==> config.mk <==
export PLATFORM = sky130hd
export DESIGN_NAME = mmrh_div
export DESIGN_NICKNAME = d
export VERILOG_FILES = /design/src/rtl/assert_macros.svh /design/src/rtl/mmrh_div.sv
export SDC_FILE = /design/constraint.sdc
export NUM_CORES = 1
export LEC_CHECK = 0
export ABC_CLOCK_PERIOD_IN_PS = 8100
export BUFFER_PORTS_ARGS = -buffer_cell sky130_fd_sc_hd__buf_2
export CORE_AREA = 8 8 86 88
export CTS_CLUSTER_SIZE = 30
export DETAILED_ROUTE_END_ITERATION = 7
export DIE_AREA = 0 0 94 96
export MAX_ROUTING_LAYER = met4
export PLACE_DENSITY = 0.63
export SETUP_SLACK_MARGIN = 0.1
export SLEW_MARGIN = 20
export SYNTH_ARGS = -nofsm -noshare
export SYNTH_HDL_FRONTEND = slang
export SYNTH_SLANG_ARGS = --single-unit
==> constraint.sdc <==
create_clock -name clock -period 8.1 [get_ports clock]
set_input_delay 0.405 -clock clock [delete_from_list [all_inputs] [get_ports clock]]
set_output_delay 0.405 -clock clock [all_outputs]
set_load 0.03 [all_outputs]
==> src/rtl/assert_macros.svh <==
// Assertion macros of the histogram block, used by minmax_range_histogram.
// No dependencies; included by the module that carries assertions.
`ifndef ASSERT_MACROS_SVH
`define ASSERT_MACROS_SVH

// Same-cycle implication, disabled while reset is high.
`define ASSERT_IMPLY(lbl, clk, rst, ante, cons, msg) \
   lbl: assert property (@(posedge clk) disable iff (rst) (ante) |-> (cons)) \
      else $error(msg);

// Next-cycle implication, disabled while reset is high.
`define ASSERT_NEXT(lbl, clk, rst, ante, cons, msg) \
   lbl: assert property (@(posedge clk) disable iff (rst) (ante) |=> (cons)) \
      else $error(msg);

`endif

==> src/rtl/mmrh_div.sv <==
// Bit-serial restoring divider with a short quotient, one quotient bit per cycle.
// Stand-alone; instantiated by minmax_range_histogram.
module mmrh_div #(
   parameter int DIVISOR_WIDTH  = 16,
   parameter int QUOTIENT_WIDTH = 6
) (
   input  logic                                    clock,
   input  logic                                    reset,
   input  logic                                    start,
   input  logic [DIVISOR_WIDTH+QUOTIENT_WIDTH-1:0] numerator,
   input  logic [DIVISOR_WIDTH-1:0]                divisor,
   output logic                                    done,
   output logic [QUOTIENT_WIDTH-1:0]               quotient
);

   localparam int DW = DIVISOR_WIDTH;
   localparam int QW = QUOTIENT_WIDTH;
   localparam int CW = $clog2(QW + 1);

   logic          active_ff;
   logic          done_ff;
   logic [CW-1:0] step_ff;
   logic [DW-1:0] rem_ff;
   logic [QW-1:0] num_ff;
   logic [QW-1:0] quo_ff;

   logic [DW:0]   trial;
   logic          fits;
   logic [DW-1:0] rem_in;

   // One trial subtraction: bring down the next numerator bit and compare.
   always_comb begin
      trial  = {rem_ff, num_ff[QW-1]};
      fits   = (trial >= {1'b0, divisor});
      rem_in = fits ? DW'(trial - {1'b0, divisor}) : trial[DW-1:0];
   end

   // Control: busy flag and the done pulse after the last step.
   always_ff @(posedge clock) begin
      if (reset) begin
         active_ff <= 1'b0;
         done_ff   <= 1'b0;
      end else begin
         done_ff <= 1'b0;
         if (start) begin
            active_ff <= 1'b1;
         end else if (active_ff && (step_ff == CW'(1))) begin
            active_ff <= 1'b0;
            done_ff   <= 1'b1;
         end
      end
   end

   // Datapath. The quotient is known to fit QW bits, so the high numerator
   // bits are below the divisor and form the first partial remainder.
   always_ff @(posedge clock) begin
      if (start) begin
         step_ff <= CW'(QW);
         rem_ff  <= numerator[DW+QW-1:QW];
         num_ff  <= numerator[QW-1:0];
      end else if (active_ff) begin
         step_ff <= step_ff - CW'(1);
         rem_ff  <= rem_in;
         num_ff  <= num_ff << 1;
         quo_ff  <= QW'({quo_ff, fits});
      end
   end

   assign done     = done_ff;
   assign quotient = quo_ff;

endmodule
==> results.txt, run 1 <==
status - finished, final reports clean
CP Data Required Time - 8.12 ns
# DRC - 0
Post-CTS Setup Bufs - 0
core area - 0.00610 mm²
Mapped Cells - 237
CP Cell Sequence - inv_1 -> ha_1 -> inv_1 -> fa_1 -> a21o_1 -> a221oi_1 -> o21ai_0 -> o21ai_0 -> xnor2_1 -> mux2i_1 -> o21ai_0
WP data arrival - 3.09 ns
hold slack final - 0.288 ns
Final Critical Period - 3.07 ns
placed instance area - 0.00261 mm²
die area - 0.00902 mm²
number of DRC markers in iteration 0 - 90
# rows - 29
Synth Cell Area - 0.00234 mm²
CTS tree - done
clk slew on worst S/H paths - 0.07 ns
PwrDens - 234 mW/mm²
Setup TNS Final - 0 ns
Max Root-Sink Buffers - 2
CP max stage cell - a221oi_1
vias per cell - 5.24
first-pass GRT wire length - 8810 µm
Gate power share - 43.7%
Final Hold Fails - 0
Die Ht - 96 µm
clock share of power - 19.1%
Synth Net Count - 297
Port Buf Inserts - 47
Avg Inst Size Synth - 9.86 µm²
crit-path max cell delay - 0.59 ns
area share of the largest cell type after synthesis - 36.0%
Post-synth EDFFs - 28
Net Sw Power - 0.000228 W
Slew headroom - 51.8%
worst slew pin tran - 0.723 ns
Nets - 342
post_cts resized - 0
layout cells sized above 1 - 23.3%
setup ws final - 5.03 ns
Antenna diodes - 0
Routed WL - 5150 µm
RePlAce Congestion - 0.903
ys flop type - edfxtp_1
# clock sinks - 33
WS Path Type - flop to flop
Die X - 94 µm
commonest non-fill, non-tap cell in the layout - buf_2
register area share after synthesis - 40.3%
maximum clock frequency - 0.326 GHz
Syn. warnings - 0
Seq pwr share - 37.2%
count of cell types in the netlist - 47
Finished Cell Area - 0.00271 mm²
post-place setup slack - 4.84 ns
CP startpoint kind - flop
VDD IR max - 0.0991 mV
asr flop ratio synth - 0%
RSZ-0062 raised after global routing - no
final worst path period share - 37.9%
Routed Antenna Nets - 0
Sw Ratio - 36.1%
Hold Buf Count CTS - 0
#FFs+latches synth - 33
total track usage - 12.8%
Area Overhead vs Synth - 15.9%
initial antenna violation count - 0
total gr overflow - 0
Root Driver - clkbuf_8
vias in the first global route - 1947
maximum fanout along the worst path - 4
Static Leak - 1.22 nW
MaxCap Viol Count - 0
total CTS buffers - 5
depth of the CTS H-tree - 2
total number of vias - 1885
Synth area leader - edfxtp_1
Tightest Hold Check Type - input pin to flop
Synth area leaders - edfxtp_1 36%, ha_1 9.6%, inv_1 4.7%
clock skew - 0.00535 ns
Routed wire per std cell - 14.3 µm
DR pass1 iterations - 4
I/O pin cnt - 48
Initial Utilization - 38.3%
Worst path most repeated cell - o21ai_0
Setup violations, final - 0
Final Max Slew Viols - 0
most frequent cells in the layout - 47 x buf_2, 29 x inv_1, 28 x edfxtp_1, 18 x nand2_1, 18 x ha_1
Clock Latency Late Sink - 0.29 ns
Crit. End Element - flop
internal power - 0.000404 W
pin count of the biggest net entering global routing - 33
Post-DP HPWL - 3890 µm
-- registers in the layout, summed over array words and instances (netlist names) --
name and cells:
quotient 6, done 1, num_ff 6, step_ff 3, rem_ff 16, active_ff 1
-- kinds of logic (layout without fill, tap and decap cells) --
kind of cell               count (synthesis)  count (layout)  synth area share (%)
AOI/OAI and AO/OA                         61              61                  18.8
xor gates and xnor gates                  12              12                  4.50
adders and majority gates                 19              19                  10.5
buffers and inverters                     39              85                  7.12
DFF                                       33              33                  40.3
muxes                                     14              14                  6.32
and+or+nand+nor                           59              59                  12.5
-- power groups by stage --
stage | Clock (W) | Sequential [W] | Combinational, W
3_5_place_dp | 0 | 0.000239 | 0.000270
3_3_place_gp | 0 | 0.000238 | 0.000270
5_1_grt | 0.000132 | 0.000239 | 0.000312
2_1_floorplan | 0 | 0.000235 | 0.000223
4_1_cts | 0.000126 | 0.000235 | 0.000271
6_report | 0.000121 | 0.000235 | 0.000277
-- critical path: cells and delay by family, from the launching register on --
family,cells,cell delay [ns]
xor+xnor,1,0.11
flops,1,0.36
buf+inv,2,0.12
mux,1,0.15
fa+ha+maj,2,0.56
compound gates,5,1.51
-- final timing paths --
kind,slack [ns],depth (start not counted),startpoint,endpoint
worst min-delay path,0.29,2,reset,active_ff
worst max register to register,5.03,11,num_ff[5],rem_ff[12]
worst min register to register,0.46,0,quotient[4],quotient[5]
worst max-delay path,5.03,11,num_ff[5],rem_ff[12]
-- Yosys cell counts, types with 3 or more instances --
master / instances
edfxtp_1: 28
nor2_1: 12
o311ai_0: 4
a21o_1: 5
nand3_1: 7
xnor2_1: 9
ha_1: 18
nand2b_1: 4
xor2_1: 3
nand4_1: 4
o21ai_0: 13
clkbuf_1: 6
inv_1: 29
dfxtp_1: 5
mux2_2: 6
mux2i_1: 8
a21oi_1: 16
o311ai_1: 4
o21a_1: 3
nand2_1: 18
-- cell type report --
class | instances | area [µm²]
multi-input cells | 165 | 1230
inverters | 29 | 109
flip-flops and latches | 33 | 941
clock buffers | 6 | 72.6
well taps | 77 | 96.3
fillers | 630 | 3390
clock inverters | 2 | 10.0
repair buffers | 48 | 250
-- per-layer routing --
layer / vias to the layer above / part of all wire (%) / track usage [%]
met2: 53 / 47 / 20.2
met4: 0 / 2.3 / 6.34
met3: 8 / 4.4 / 2.18
met5: - / 0 / -
li1: 959 / - / -
met1: 865 / 47 / 15.4
-- through the flow --
stage / std cells / total power [W] / util (%)
finish: 360 / 0.000633 / 44.4
global route: 360 / 0.000683 / 44.4
CTS: 359 / 0.000633 / 44.2
detailed placement: 351 / 0.000509 / 42.8
global placement: 351 / 0.000508 / 42.8
floorplan: 237 / 0.000458 / -
No activity file was read; power rests on OpenSTA's default activity.
==> run 2, diff against run 1 <==
--- a/config.mk
+++ b/config.mk
@@ -5,14 +5,15 @@
 export SDC_FILE = /design/constraint.sdc
 export NUM_CORES = 1
 export LEC_CHECK = 0
-export ABC_CLOCK_PERIOD_IN_PS = 8100
+export ABC_AREA = 1
+export ABC_CLOCK_PERIOD_IN_PS = 2800
 export BUFFER_PORTS_ARGS = -buffer_cell sky130_fd_sc_hd__buf_2
-export CORE_AREA = 8 8 86 88
+export CORE_AREA = 8 8 93 95
 export CTS_CLUSTER_SIZE = 30
 export DETAILED_ROUTE_END_ITERATION = 7
-export DIE_AREA = 0 0 94 96
+export DIE_AREA = 0 0 101 103
 export MAX_ROUTING_LAYER = met4
-export PLACE_DENSITY = 0.63
+export PLACE_DENSITY = 0.64
 export SETUP_SLACK_MARGIN = 0.1
 export SLEW_MARGIN = 20
 export SYNTH_ARGS = -nofsm -noshare
==> constraint.sdc (replaced) <==
create_clock -name clock -period 2.8 [get_ports clock]
set_input_delay 0.14 -clock clock [delete_from_list [all_inputs] [get_ports clock]]
set_output_delay 0.14 -clock clock [all_outputs]
set_load 0.03 [all_outputs]
==> results.txt, run 2 <==
Worst path most repeated cell - nand2_1
asr flop ratio synth - 0% (unchanged)
Area Overhead vs Synth - 13.8%
compound-cell area share of the yosys netlist - 1.89% (-17 points)
Mapped Cells - 393 (+66%)
Die X - 101 µm (+7.4%)
ys flop type - edfxtp_1
Synth area leader - edfxtp_1
Seq pwr share - 35.3% (-1.9 points)
Antenna diodes - 0 (unchanged)
Port Buf Inserts - 47 (unchanged)
Setup TNS Final - 0 ns (unchanged)
Most flops, register - rem_ff
Root Driver - clkbuf_8
Net Sw Power - 0.000751 W (+230%)
CP Cell Sequence - inv_1 -> ha_1 -> inv_1 -> fa_1 -> nand3_1 -> nand3_1 -> nand2_1 -> nand2_1 -> nand2_1 -> nand2_1 -> nand2_1 -> nand3_1 -> nand2_1 -> nand2_1
Hold Buf Count CTS - 0 (unchanged)
first-pass GRT wire length - 11400 µm (+29%)
total track usage - 13.9% (+1.1 points)
commonest non-fill, non-tap cell in the layout - nand2_1
CP Data Required Time - 2.83 ns (-5.29 ns)
# clock sinks - 33 (unchanged)
Post-synth EDFFs - 28 (unchanged)
Max Root-Sink Buffers - 2 (unchanged)
initial antenna violation count - 0 (unchanged)
Tightest Hold Check Type - input pin to flop
delay-heaviest family, CP - simple AND/OR/NAND/NOR gates
maximum fanout along the worst path - 4 (unchanged)
Gate power share - 46.7% (+3.0 points)
Synth Net Count - 453 (+53%)
MaxCap Viol Count - 0 (unchanged)
Nets - 499 (+46%)
Final Critical Period - 2.25 ns (-0.817 ns)
Post-Synth Simple-Gate Area - 41.0% (+29 points)
Die Ht - 103 µm (+7.3%)
most instantiated library cell after synthesis - nand2_1
CP startpoint kind - flop
Syn. warnings - 0 (unchanged)
Final Hold Fails - 0 (unchanged)
Clock Latency Late Sink - 0.27 ns (-0.02 ns)
#FFs+latches synth - 33 (unchanged)
Initial Utilization - 38.9% (+0.56 points)
Sw Ratio - 40.1% (+4.0 points)
# rows - 31 (+6.9%)
final worst path period share - 80.4% (+43 points)
WS Path Type - flop to flop
Power, Total - 0.00187 W (+200%)
register area share after synthesis - 33.9% (-6.4 points)
clock skew - 0.00658 ns (+0.00123 ns)
clock share of power - 18.0% (-1.1 points)
die area - 0.0104 mm² (+15%)
CP max stage cell - fa_1
Crit. End Element - flop
total gr overflow - 0 (unchanged)
layout cells sized above 1 - 18.6% (-4.7 points)
Static Leak - 1.72 nW (+41%)
Buf/Inv on CP - 2 (unchanged)
Final Max Slew Viols - 0 (unchanged)
internal power - 0.00112 W (+180%)
vias in the first global route - 2524 (+30%)
VDD IR max - 0.269 mV (+170%)
area share of the largest cell type after synthesis - 30.3% (-5.7 points)
total number of vias - 2438 (+29%)
Routed Antenna Nets - 0 (unchanged)
PwrDens - 593 mW/mm² (+150%)
Synth top cells by count - 139 x nand2_1, 74 x inv_1, 38 x nand3_1
Post-CTS Setup Bufs - 0 (unchanged)
post_cts resized - 0 (unchanged)
post-synthesis adder-cell area fraction - 8.84% (-1.7 points)
largest family of logic cells by synthesized area - simple AND/OR/NAND/NOR gates
RePlAce Congestion - 0.887 (-1.9%)
depth of the CTS H-tree - 2 (unchanged)
core area - 0.00714 mm² (+17%)
Slew headroom - 38.6% (-13 points)
count of cell types in the netlist - 30 (-36%)
number of flip-flops in the largest register - 16 (unchanged)
vias per cell - 4.52 (-14%)
maximum clock frequency - 0.444 GHz (+36%)
Avg Inst Size Synth - 7.06 µm² (-28%)
Setup violations, final - 0 (unchanged)
Post-DP HPWL - 5320 µm (+37%)
pin count of the biggest net entering global routing - 28 (-15%)
number of DRC markers in iteration 0 - 121 (+34%)
xor-xnor portion of the synthesized cell area - 2.21% (-2.3 points)
Synth area leaders - edfxtp_1 30%, nand2_1 19%, inv_1 10%
mux contribution to synthesized area - 0% (-6.3 points)
WP data arrival - 2.28 ns (-0.81 ns)
DR pass1 iterations - 4 (unchanged)
Routed WL - 6510 µm (+26%)
Routed wire per std cell - 12.1 µm (-16%)
clk slew on worst S/H paths - 0.07 ns (about the same)
I/O pin cnt - 48 (unchanged)
RSZ-0062 raised after global routing - no
status - finished, final reports clean
total CTS buffers - 5 (unchanged)
worst slew pin tran - 0.920 ns (+0.197 ns)
crit-path max cell delay - 0.44 ns (-0.15 ns)
Synth Cell Area - 0.00278 mm² (+19%)
most frequent cells in the layout - 139 x nand2_1, 74 x inv_1, 47 x buf_2, 38 x nand3_1, 28 x edfxtp_1
CTS tree - done
# DRC - 0 (unchanged)
==> run 2: cell types whose count changed in the layout (fill, tap and decap cells not counted), sizes merged, moves of 9 or more <==
cell / before / now
nand2: 18 / 158
inv: 29 / 75
nand3: 7 / 40
o21ai: 13 / 1
nand3b: 1 / 12
nor2: 12 / 21
==> run 2: final cells by class <==
cell class	instances	area (µm²)
multi-input combinational	277	1500
fill	774	3980
sequential	33	941
timing repair buffer	47	235
inverter	75	282
clock buffer	8	80.1
tap	99	124
==> run 2: power by group through the flow <==
stage	logic (W)	registers, W	clock network, W
finish	0.000874	0.000661	0.000338
global route	0.00101	0.000667	0.000371
CTS	0.000877	0.000660	0.000351
detailed placement	0.000869	0.000670	0
global placement	0.000868	0.000669	0
floorplan	0.000703	0.000658	0
==> run 2: path summary, 6_finish.rpt <==
path	startpoint	to	slack [ns]	cells past startpoint
setup / recovery	num_ff[5]	rem_ff[14]	0.55	14
hold / removal	reset	active_ff	0.03	2
setup reg to reg	num_ff[5]	rem_ff[14]	0.55	14
hold reg to reg	quotient[3]	quotient[4]	0.45	0
==> run 2: cells by family after synthesis <==
| family | Yosys count |
|---|---|
| compound gates | 10 |
| xor+xnor | 7 |
| fa+ha+maj | 19 |
| buf+inv | 83 |
| flops | 33 |
| simple gates | 241 |
==> run 2: metrics by stage <==
step / cell area (µm²) / hold slack [ns] / util, % / setup WS [ns] / instances
6_report: 3160 / 0.0318 / 44.2 / 0.549 / 539
5_1_grt: 3160 / 0.0339 / 44.2 / 0.315 / 539
4_1_cts: 3160 / 0.0243 / 44.2 / 0.539 / 539
3_5_place_dp: 3080 / 0.321 / 43.1 / 0.532 / 531
3_3_place_gp: 3080 / 0.317 / 43.1 / 0.558 / 531
2_1_floorplan: 2780 / 0.212 / - / 0.837 / 393
==> run 2: metal layers <==
metal	vias up	track usage [%]	share of wire, %
met5	-	-	0
met4	0	3.78	1.6
met2	36	23.7	48
met3	8	1.49	1.9
met1	1076	17.1	48
li1	1318	-	-
